### config.mk
export PLATFORM = sky130hd
export DESIGN_NAME = size_class_slab_allocator_top
export DESIGN_NICKNAME = d
export VERILOG_FILES = /design/src/scsa_pkg.sv /design/src/size_class_slab_allocator_top.sv /design/src/scsa_ram.sv
export VERILOG_INCLUDE_DIRS = /design/src /design/src/src
export SDC_FILE = /design/constraint.sdc
export NUM_CORES = 2
export LEC_CHECK = 0
export ABC_AREA = 1
export BUFFER_PORTS_ARGS = -buffer_cell sky130_fd_sc_hd__buf_4
export CORE_MARGIN = 3
export CORE_UTILIZATION = 35
export CTS_CLUSTER_DIAMETER = 50
export DETAILED_ROUTE_END_ITERATION = 6
export GPL_TIMING_DRIVEN = 1
export PLACE_DENSITY_LB_ADDON = 0.05
export SETUP_SLACK_MARGIN = 0.2
export SLEW_MARGIN = 10
export SYNTH_ARGS = -nofsm -noshare
export SYNTH_HDL_FRONTEND = slang
export SYNTH_SLANG_ARGS = --single-unit
### constraint.sdc
create_clock -name clk -period 16.2 [get_ports clk]
set_input_delay 3.24 -clock clk [delete_from_list [all_inputs] [get_ports clk]]
set_output_delay 3.24 -clock clk [all_outputs]
set_load 0.005 [all_outputs]
### src/size_class_slab_allocator_top_defines.svh
// Assertion macros for the slab allocator.
`ifndef SIZE_CLASS_SLAB_ALLOCATOR_TOP_DEFINES_SVH
`define SIZE_CLASS_SLAB_ALLOCATOR_TOP_DEFINES_SVH
`ifndef NO_ASSERTIONS
// checked outside reset
`define SCSA_ASSERT(label, clk, rst_n, prop, msg) \
    label: assert property (@(posedge clk) disable iff (!rst_n) prop) else $error(msg);
// checked on every edge, reset included
`define SCSA_ASSERT_ALWAYS(label, clk, prop, msg) \
    label: assert property (@(posedge clk) prop) else $error(msg);
`else
`define SCSA_ASSERT(label, clk, rst_n, prop, msg)
`define SCSA_ASSERT_ALWAYS(label, clk, prop, msg)
`endif
`endif

### src/scsa_pkg.sv
`default_nettype none

package scsa_pkg;

    localparam int MAX_PAGES_DEF = 32;
    localparam int PCNT_W        = 7;
    localparam int MAP_W         = 58;
    localparam int ADDR_W        = 32;
    localparam int SIZE_W        = 16;
    localparam int MAX_BYTES     = 512;

    typedef enum logic [2:0] {
        STAT_OK       = 3'd0,
        STAT_ZERO     = 3'd1,
        STAT_LARGE    = 3'd2,
        STAT_OOM      = 3'd3,
        STAT_RANGE    = 3'd4,
        STAT_MISALIGN = 3'd5,
        STAT_NOTALLOC = 3'd6
    } status_t;

    typedef enum logic [1:0] {
        CLS_32  = 2'd0,
        CLS_64  = 2'd1,
        CLS_128 = 2'd2,
        CLS_512 = 2'd3
    } cls_t;

    // smallest class that holds sz (sz already known to be 1..512)
    function automatic cls_t size_class(input logic [SIZE_W-1:0] sz);
        cls_t c;
        if (sz <= SIZE_W'(32))
            c = CLS_32;
        else if (sz <= SIZE_W'(64))
            c = CLS_64;
        else if (sz <= SIZE_W'(128))
            c = CLS_128;
        else
            c = CLS_512;
        return c;
    endfunction

    // busy bits of one class, unused positions padded as busy
    function automatic logic [31:0] class_busy(input logic [MAP_W-1:0] m, input cls_t c);
        logic [31:0] v;
        case (c)
            CLS_32:  v = m[31:0];
            CLS_64:  v = {16'hFFFF, m[47:32]};
            CLS_128: v = {24'hFF_FFFF, m[55:48]};
            CLS_512: v = {30'h3FFF_FFFF, m[57:56]};
            default: v = '1;
        endcase
        return v;
    endfunction

    // {found, lowest free index}
    function automatic logic [5:0] first_free(input logic [31:0] busy);
        logic [4:0] idx;
        idx = '0;
        for (int i = 31; i >= 0; i--)
        begin
            if (!busy[i])
                idx = 5'(i);
        end
        return {~&busy, idx};
    endfunction

    function automatic logic [5:0] class_bit(input cls_t c);
        logic [5:0] b;
        case (c)
            CLS_32:  b = 6'd0;
            CLS_64:  b = 6'd32;
            CLS_128: b = 6'd48;
            CLS_512: b = 6'd56;
            default: b = 6'd0;
        endcase
        return b;
    endfunction

    function automatic logic [MAP_W-1:0] bit_mask(input logic [5:0] b);
        return MAP_W'(1) << b;
    endfunction

    // byte offset of slot s of class c in page p, from the heap base
    function automatic logic [ADDR_W-1:0] slot_offset(input logic [PCNT_W-1:0] p,
                                                      input cls_t c,
                                                      input logic [4:0] s);
        logic [ADDR_W-1:0] so;
        case (c)
            CLS_32:  so = ADDR_W'(s) << 5;
            CLS_64:  so = ADDR_W'(s[3:0]) << 6;
            CLS_128: so = ADDR_W'(s[2:0]) << 7;
            CLS_512: so = ADDR_W'(s[0]) << 9;
            default: so = '0;
        endcase
        return (ADDR_W'(p) << 12) | (ADDR_W'(c) << 10) | so;
    endfunction

endpackage

`default_nettype wire

### src/size_class_slab_allocator_top.sv
// Size-class slab allocator over 4 KiB pages.
// Input channel (in_valid / in_stall): req_type 0 allocates req_size bytes,
// req_type 1 frees free_address. One result beat per request on the output
// channel (out_valid / out_stall): status, block_address, pages_in_use.
// heap_base is written through cfg_valid / cfg_ready while the block is idle.
// Requests are handled one at a time; in_stall stays high from acceptance
// until the result is loaded into the output register.
// Steps: a rejected request (zero size, too large, bad free address) goes
// from decode straight to finish; a free reads its page bitmap, checks and
// clears the slot, then finishes; an allocation scans the open pages in order,
// claims a slot in the first with one free, or opens a fresh page when all are full.
// The scan reads one page bitmap per cycle from the slot-map RAM through a
// single first-free-slot encoder, behind the registered RAM read.
// The output register holds a finished result while out_stall is high; the
// block accepts the next request meanwhile and waits at its end for the
// register to drain.
// Reset: slot map reads as empty (per-page valid bits cleared), one page
// open, heap_base 0, both channels empty. No clearing pass is needed.
`default_nettype none
`include "size_class_slab_allocator_top_defines.svh"

module size_class_slab_allocator_top #(
    parameter int MAX_PAGES = scsa_pkg::MAX_PAGES_DEF
) (
    input  wire logic        clk,
    input  wire logic        rst_n,
    input  wire logic        in_valid,
    output logic             in_stall,
    input  wire logic        req_type,
    input  wire logic [15:0] req_size,
    input  wire logic [31:0] free_address,
    output logic             out_valid,
    input  wire logic        out_stall,
    output logic [2:0]       status,
    output logic [31:0]      block_address,
    output logic [6:0]       pages_in_use,
    input  wire logic        cfg_valid,
    output logic             cfg_ready,
    input  wire logic [31:0] cfg_data
);

    localparam int AW     = (MAX_PAGES > 1) ? $clog2(MAX_PAGES) : 1;
    localparam int PCNT_W = scsa_pkg::PCNT_W;
    localparam int MAP_W  = scsa_pkg::MAP_W;
    localparam int ADDR_W = scsa_pkg::ADDR_W;
    localparam logic [PCNT_W-1:0] PAGE_LIMIT = PCNT_W'(MAX_PAGES);

    typedef enum logic [2:0] {
        S_IDLE,
        S_DECODE,
        S_SCAN,
        S_FREE_RD,
        S_FREE_CHK,
        S_FINISH
    } state_t;

    state_t                  state_reg, state_next;
    logic [ADDR_W-1:0]       heap_base_reg, heap_base_next;
    logic [PCNT_W-1:0]       page_count_reg, page_count_next;
    logic [MAX_PAGES-1:0]    pvalid_reg, pvalid_next;
    logic                    req_type_reg, req_type_next;
    logic [15:0]             req_size_reg, req_size_next;
    logic [ADDR_W-1:0]       free_addr_reg, free_addr_next;
    scsa_pkg::cls_t          cls_reg, cls_next;
    logic [PCNT_W-1:0]       rd_p_reg, rd_p_next;
    logic                    chk_valid_reg, chk_valid_next;
    logic [PCNT_W-1:0]       chk_p_reg, chk_p_next;
    logic [5:0]              slot_bit_reg, slot_bit_next;
    scsa_pkg::status_t       res_status_reg, res_status_next;
    logic [ADDR_W-1:0]       res_addr_reg, res_addr_next;
    logic                    out_valid_reg, out_valid_next;
    scsa_pkg::status_t       out_status_reg, out_status_next;
    logic [ADDR_W-1:0]       out_addr_reg, out_addr_next;
    logic [PCNT_W-1:0]       out_pages_reg, out_pages_next;

    logic                    ram_we;
    logic [AW-1:0]           ram_waddr;
    logic [MAP_W-1:0]        ram_wdata;
    logic [MAP_W-1:0]        ram_rdata;

    logic [MAP_W-1:0]        cur_map;
    logic [5:0]              ff_result;
    logic                    slot_found;
    logic [4:0]              slot_idx;
    logic [ADDR_W-1:0]       free_off;
    logic [11:0]             po;
    scsa_pkg::cls_t          free_cls;
    logic                    free_misalign;
    logic [4:0]              free_slot;

    scsa_ram #(
        .WIDTH (MAP_W),
        .DEPTH (MAX_PAGES)
    ) u_slot_map (
        .clk   (clk),
        .we    (ram_we),
        .waddr (ram_waddr),
        .wdata (ram_wdata),
        .raddr (rd_p_reg[AW-1:0]),
        .rdata (ram_rdata)
    );

    // a page never written reads as empty
    assign cur_map    = pvalid_reg[chk_p_reg[AW-1:0]] ? ram_rdata : '0;
    assign ff_result  = scsa_pkg::first_free(scsa_pkg::class_busy(cur_map, cls_reg));
    assign slot_found = ff_result[5];
    assign slot_idx   = ff_result[4:0];

    assign free_off = free_addr_reg - heap_base_reg;
    assign po       = free_off[11:0];
    assign free_cls = scsa_pkg::cls_t'(po[11:10]);

    always_comb
    begin
        free_misalign = 1'b0;
        free_slot     = '0;
        case (free_cls)
            scsa_pkg::CLS_32:
            begin
                free_misalign = (po[4:0] != '0);
                free_slot     = po[9:5];
            end
            scsa_pkg::CLS_64:
            begin
                free_misalign = (po[5:0] != '0);
                free_slot     = {1'b0, po[9:6]};
            end
            scsa_pkg::CLS_128:
            begin
                free_misalign = (po[6:0] != '0);
                free_slot     = {2'b0, po[9:7]};
            end
            scsa_pkg::CLS_512:
            begin
                free_misalign = (po[8:0] != '0);
                free_slot     = {4'b0, po[9]};
            end
            default:
            begin
                free_misalign = 1'b0;
                free_slot     = '0;
            end
        endcase
    end

    assign in_stall  = (state_reg != S_IDLE);
    assign cfg_ready = (state_reg == S_IDLE);

    always_comb
    begin
        state_next      = state_reg;
        heap_base_next  = heap_base_reg;
        page_count_next = page_count_reg;
        pvalid_next     = pvalid_reg;
        req_type_next   = req_type_reg;
        req_size_next   = req_size_reg;
        free_addr_next  = free_addr_reg;
        cls_next        = cls_reg;
        rd_p_next       = rd_p_reg;
        chk_valid_next  = chk_valid_reg;
        chk_p_next      = chk_p_reg;
        slot_bit_next   = slot_bit_reg;
        res_status_next = res_status_reg;
        res_addr_next   = res_addr_reg;
        out_valid_next  = out_valid_reg;
        out_status_next = out_status_reg;
        out_addr_next   = out_addr_reg;
        out_pages_next  = out_pages_reg;
        ram_we          = 1'b0;
        ram_waddr       = chk_p_reg[AW-1:0];
        ram_wdata       = cur_map | scsa_pkg::bit_mask(scsa_pkg::class_bit(cls_reg)
                                                       + 6'(slot_idx));

        if (cfg_valid && cfg_ready)
            heap_base_next = cfg_data;

        if (out_valid_reg && !out_stall)
            out_valid_next = 1'b0;

        case (state_reg)
            S_IDLE:
            begin
                if (in_valid)
                begin
                    req_type_next  = req_type;
                    req_size_next  = req_size;
                    free_addr_next = free_address;
                    state_next     = S_DECODE;
                end
            end

            S_DECODE:
            begin
                res_addr_next = '0;
                if (!req_type_reg)
                begin
                    if (req_size_reg == '0)
                    begin
                        res_status_next = scsa_pkg::STAT_ZERO;
                        state_next      = S_FINISH;
                    end
                    else if (req_size_reg > 16'(scsa_pkg::MAX_BYTES))
                    begin
                        res_status_next = scsa_pkg::STAT_LARGE;
                        state_next      = S_FINISH;
                    end
                    else
                    begin
                        cls_next       = scsa_pkg::size_class(req_size_reg);
                        rd_p_next      = '0;
                        chk_valid_next = 1'b0;
                        state_next     = S_SCAN;
                    end
                end
                else
                begin
                    if (free_off[31:12] >= 20'(page_count_reg))
                    begin
                        res_status_next = scsa_pkg::STAT_RANGE;
                        state_next      = S_FINISH;
                    end
                    else if (free_misalign)
                    begin
                        res_status_next = scsa_pkg::STAT_MISALIGN;
                        state_next      = S_FINISH;
                    end
                    else
                    begin
                        rd_p_next     = free_off[12 +: PCNT_W];
                        chk_p_next    = free_off[12 +: PCNT_W];
                        slot_bit_next = scsa_pkg::class_bit(free_cls) + 6'(free_slot);
                        state_next    = S_FREE_RD;
                    end
                end
            end

            // read of page rd_p overlaps the check of page chk_p
            S_SCAN:
            begin
                if (chk_valid_reg && slot_found)
                begin
                    ram_we          = 1'b1;
                    pvalid_next[chk_p_reg[AW-1:0]] = 1'b1;
                    res_status_next = scsa_pkg::STAT_OK;
                    res_addr_next   = heap_base_reg
                                      + scsa_pkg::slot_offset(chk_p_reg, cls_reg, slot_idx);
                    state_next      = S_FINISH;
                end
                else if (!chk_valid_reg && (rd_p_reg >= page_count_reg))
                begin
                    if (page_count_reg < PAGE_LIMIT)
                    begin
                        // fresh page: claim its first slot
                        ram_we          = 1'b1;
                        ram_waddr       = page_count_reg[AW-1:0];
                        ram_wdata       = scsa_pkg::bit_mask(scsa_pkg::class_bit(cls_reg));
                        pvalid_next[page_count_reg[AW-1:0]] = 1'b1;
                        page_count_next = page_count_reg + PCNT_W'(1);
                        res_status_next = scsa_pkg::STAT_OK;
                        res_addr_next   = heap_base_reg
                                          + scsa_pkg::slot_offset(page_count_reg, cls_reg,
                                                                  5'd0);
                    end
                    else
                    begin
                        res_status_next = scsa_pkg::STAT_OOM;
                        res_addr_next   = '0;
                    end
                    state_next = S_FINISH;
                end
                else if (rd_p_reg < page_count_reg)
                begin
                    chk_valid_next = 1'b1;
                    chk_p_next     = rd_p_reg;
                    rd_p_next      = rd_p_reg + PCNT_W'(1);
                end
                else
                begin
                    chk_valid_next = 1'b0;
                end
            end

            S_FREE_RD:
            begin
                state_next = S_FREE_CHK;
            end

            S_FREE_CHK:
            begin
                res_addr_next = '0;
                if (!cur_map[slot_bit_reg])
                begin
                    res_status_next = scsa_pkg::STAT_NOTALLOC;
                end
                else
                begin
                    ram_we          = 1'b1;
                    ram_wdata       = cur_map & ~scsa_pkg::bit_mask(slot_bit_reg);
                    res_status_next = scsa_pkg::STAT_OK;
                end
                state_next = S_FINISH;
            end

            S_FINISH:
            begin
                if (!out_valid_reg || !out_stall)
                begin
                    out_valid_next  = 1'b1;
                    out_status_next = res_status_reg;
                    out_addr_next   = res_addr_reg;
                    out_pages_next  = page_count_reg;
                    state_next      = S_IDLE;
                end
            end

            default:
            begin
                state_next = S_IDLE;
            end
        endcase
    end

    always_ff @(posedge clk or negedge rst_n)
    begin
        if (!rst_n)
        begin
            state_reg      <= S_IDLE;
            heap_base_reg  <= '0;
            page_count_reg <= PCNT_W'(1);
            pvalid_reg     <= '0;
            req_type_reg   <= 1'b0;
            req_size_reg   <= '0;
            free_addr_reg  <= '0;
            cls_reg        <= scsa_pkg::CLS_32;
            rd_p_reg       <= '0;
            chk_valid_reg  <= 1'b0;
            chk_p_reg      <= '0;
            slot_bit_reg   <= '0;
            res_status_reg <= scsa_pkg::STAT_OK;
            res_addr_reg   <= '0;
            out_valid_reg  <= 1'b0;
            out_status_reg <= scsa_pkg::STAT_OK;
            out_addr_reg   <= '0;
            out_pages_reg  <= '0;
        end
        else
        begin
            state_reg      <= state_next;
            heap_base_reg  <= heap_base_next;
            page_count_reg <= page_count_next;
            pvalid_reg     <= pvalid_next;
            req_type_reg   <= req_type_next;
            req_size_reg   <= req_size_next;
            free_addr_reg  <= free_addr_next;
            cls_reg        <= cls_next;
            rd_p_reg       <= rd_p_next;
            chk_valid_reg  <= chk_valid_next;
            chk_p_reg      <= chk_p_next;
            slot_bit_reg   <= slot_bit_next;
            res_status_reg <= res_status_next;
            res_addr_reg   <= res_addr_next;
            out_valid_reg  <= out_valid_next;
            out_status_reg <= out_status_next;
            out_addr_reg   <= out_addr_next;
            out_pages_reg  <= out_pages_next;
        end
    end

    assign out_valid     = out_valid_reg;
    assign status        = out_status_reg;
    assign block_address = out_addr_reg;
    assign pages_in_use  = out_pages_reg;

    `SCSA_ASSERT(a_page_grow_by_one, clk, rst_n, (page_count_reg != $past(page_count_reg)) |-> (page_count_reg == $past(page_count_reg) + PCNT_W'(1)), "page count moved by more than one")
    `SCSA_ASSERT(a_out_from_finish, clk, rst_n, $rose(out_valid_reg) |-> $past(state_reg == S_FINISH), "result beat not loaded from finish")
    `SCSA_ASSERT(a_oom_only_full, clk, rst_n, (out_valid_reg && (out_status_reg == scsa_pkg::STAT_OOM)) |-> (out_pages_reg == PAGE_LIMIT), "out of memory with pages left")
    `SCSA_ASSERT(a_err_zero_addr, clk, rst_n, (out_valid_reg && (out_status_reg != scsa_pkg::STAT_OK)) |-> (out_addr_reg == '0), "error beat with nonzero address")
    `SCSA_ASSERT_ALWAYS(a_pages_reported, clk, out_valid_reg |-> (out_pages_reg <= page_count_reg), "reported pages exceed open pages")

endmodule

`default_nettype wire

### src/scsa_ram.sv
`default_nettype none

module scsa_ram #(
    parameter int WIDTH = scsa_pkg::MAP_W,
    parameter int DEPTH = scsa_pkg::MAX_PAGES_DEF,
    localparam int AW   = (DEPTH > 1) ? $clog2(DEPTH) : 1
) (
    input  wire logic             clk,
    input  wire logic             we,
    input  wire logic [AW-1:0]    waddr,
    input  wire logic [WIDTH-1:0] wdata,
    input  wire logic [AW-1:0]    raddr,
    output logic      [WIDTH-1:0] rdata
);

    logic [WIDTH-1:0] mem [DEPTH];

    always_ff @(posedge clk)
    begin
        if (we)
            mem[waddr] <= wdata;
        rdata <= mem[raddr];
    end

endmodule

`default_nettype wire

==> flow_metrics.py <==
metrics = {
    "clock_network": {
        "numCtsBuffers": 303,
        "clkTransAtPathRegs_ns": 0.05,
        "clkSinkCount": 2138,
        "postCtsHoldBufs": 0,
        "ctsResizeCount": 0,
        "clk_latency_ns": 0.96,
        "h-tree-depth": 5,
        "cts_tree": "done",
        "cts.path.max_buffers": 4,
        "clockRootBuffer": "clkbuf_16",
        "postCtsSetupRepairBufs": 0,
    },
    "setup_path": {
        "cpPeakStageDelay_ns": 1.00,
        "critPathMaxFanout": 66,
        "cp-end-kind": "flop",
        "critPathSlowestCell": "nor2_4",
        "start_kind": "flop",
        "crit_type": "reg2reg",
        "required_ns": 16.73,
        "path_common_cell": "nand2_1",
        "arrival_ns": 9.79,
    },
    "synthesis": {
        "synth-main-ff-cell": "edfxtp_1",
        "netlist_area_um2": 88830,
        "synth_top_cells_by_area": "edfxtp_1 63%, o21ai_0 6.3%, dfrtp_1 6.3%",
        "yosysSeqAreaShare_pct": 70.36,
        "synth.avg_cell_area_um2": 12.00,
        "yosysWarnings": 0,
        "synth_seq_cells": 2138,
        "synth.distinct_cells": 61,
        "syn_inst": 7405,
        "syn_nets": 7569,
        "yosysTopAreaCell": "edfxtp_1",
        "synth_top_area_share_pct": 62.74,
        "synth_edf_count": 1856,
        "async_flop_share_pct": 10.48,
    },
    "global_route": {
        "grt_util_all_layers_pct": 24.22,
        "grt_pass1_wl_um": 458300,
        "grt_pass1_vias": 60286,
        "antenna_found_initial": 19,
        "grt_max_degree": 183,
        "gr-total-overflow": 0,
    },
    "finish": {
        "final_cell_mix": "1856 x edfxtp_1, 1235 x nor2_1, 1116 x o21ai_0",
        "final_core_util_pct": 41.25,
        "design_area_um2": 103900,
        "largest_reg_flops": 1856,
        "final_common_cell": "edfxtp_1",
        "largestRegisters": "u_slot_map.mem x1856, u_slot_map.rdata x58",
        "drive_gt1_share_pct": 12.20,
        "area_growth_pct": 16.95,
        "n_fill_cell": 23908,
        "nets": 7684,
        "top_register": "u_slot_map.mem",
    },
    "sta": {
        "fmax_mhz": 108.0,
        "rsz0062_at_grt": "no",
        "post-route-min-period_ns": 9.257,
        "setup_viol": 0,
        "min_period_over_period_pct": 57.14,
        "hold_viol": 0,
        "tightestPinTransition_ns": 1.427,
        "fin_tns_setup_ns": 0,
        "maxSlewHeadroom_pct": 4.849,
        "report.final.slew_viol_count": 0,
        "fin_skew_ns": 0.08950,
        "hold-worst-slack_ns": 0.4500,
    },
    "die": {
        "core-area_um2": 251900,
        "ios": 131,
        "num_rows": 184,
        "chipWidth_um": 509.8,
        "die_h_um": 509.8,
        "start_util_pct": 35.27,
        "dieArea_um2": 259900,
    },
    "power_and_ir_drop": {
        "seqPwrFrac_pct": 35.5,
        "switching_share_pct": 38.94,
        "p_clk_share_pct": 30.8,
        "power.leakage_nw": 36.48,
        "p_switching_w": 0.008102,
        "pwr-share-comb_pct": 33.7,
        "ir_drop_mv": 0.1091,
        "power.internal_w": 0.01270,
        "p_total_w": 0.02080,
        "p_per_area_nw_per_um2": 200.3,
    },
    "detailed_routing": {
        "drc_errors": 0,
        "vias_per_cell": 5.572,
        "finalWirelength_um": 320800,
        "vias": 61837,
        "dr.pass1.iters": 5,
        "avgRoutedWirePerCell_um": 28.91,
        "ant_nets": 0,
        "drtIter0Drc": 5950,
    },
    "place": {
        "dpl_cell_area_um2": 94190,
        "port_buffers": 130,
        "hpwl_um": 186900,
        "place.gp.congestion": 0.8941,
    },
    "worst_hold_path": {
        "hold_path_class": "reg2reg",
    },
    "status": {
        "outcome": "complete, no violations",
    },
    "flow_run": {
        "max-cap-violations": 0,
    },
}
[area by class of cell]
type | count | area, um^2 | share of cell area, %
antenna | 5 | 12.51 | 0.01204
clock buffer | 370 | 8093 | 7.790
clock inverter | 160 | 1579 | 1.520
inverter | 276 | 1074 | 1.033
multi-input combinational | 4507 | 24120 | 23.22
sequential | 2138 | 62520 | 60.18
tap | 3348 | 4189 | 4.032
timing repair buffer | 294 | 2297 | 2.211
[power by group through the flow]
stage	Combinational, W	Sequential (W)	Clock [W]
2_1_floorplan	0.00411	0.00729	0
4_1_cts	0.00708	0.00739	0.00655
3_3_place_gp	0.00707	0.00750	0
3_5_place_dp	0.00706	0.00749	0
6_report	0.00702	0.00738	0.00640
5_1_grt	0.00768	0.00742	0.00678
[worst paths after layout]
kind | start | endpoint | slack [ns] | cells past startpoint
min in group asynchronous | rst_n | pages_in_use[5] | 2.36 | 1
worst min-delay path | pvalid_reg[4] | pvalid_reg[4] | 0.45 | 2
max in group asynchronous | rst_n | rd_p_reg[0] | 12.34 | 2
worst max register to register | chk_p_reg[1] | u_slot_map.mem[9][5] | 6.94 | 31
worst min register to register | pvalid_reg[4] | pvalid_reg[4] | 0.45 | 2
worst max-delay path | chk_p_reg[1] | u_slot_map.mem[9][5] | 6.94 | 31
[worst max-delay path: cells and delay by family, from the launching register on]
| family | cells | cell delay (ns) |
|---|---|---|
| compound gates | 3 | 0.51 |
| buf+inv | 8 | 2.40 |
| flops | 1 | 0.72 |
| simple gates | 20 | 4.98 |
[metrics by stage]
stage | instances | setup WS, ns
final | 11098 | 6.943
after global routing | 11095 | 6.290
after floorplan | 7405 | 9.679
after global placement | 10561 | 7.028
after CTS | 11092 | 6.928
after detailed placement | 10562 | 6.952
[Yosys cell counts (all sizes together), types with 74 or more instances]
cell and instances:
edfxtp 1856, nor2 1281, o21ai 1140, nand2 565, clkbuf 446, o22ai 353
a21oi 297, inv 267, dfrtp 223, nand3 163, o221ai 142, ha 74
[cell families (layout without fill, tap and decap cells)]
family / count (synthesis) / in the layout / synth area share [%]
buf+inv: 760 / 1100 / 3.316
compound gates: 2238 / 2238 / 14.74
other cells: 0 / 5 / 0
xor+xnor: 46 / 46 / 0.4536
simple gates: 2099 / 2099 / 9.417
mux: 46 / 46 / 0.5775
flops: 2138 / 2138 / 70.36
fa+ha+maj: 78 / 78 / 1.132
[routing by layer]
layer / vias up / routed length [um] / GRT usage (%)
li1: 27679 / - / -
met1: 31933 / 150600 / 35.61
met2: 1824 / 147500 / 38.09
met3: 399 / 16320 / 3.330
met4: 2 / 6414 / 5.402
met5: - / 13 / 0
Note: power is estimated with default switching activity, not from simulation.
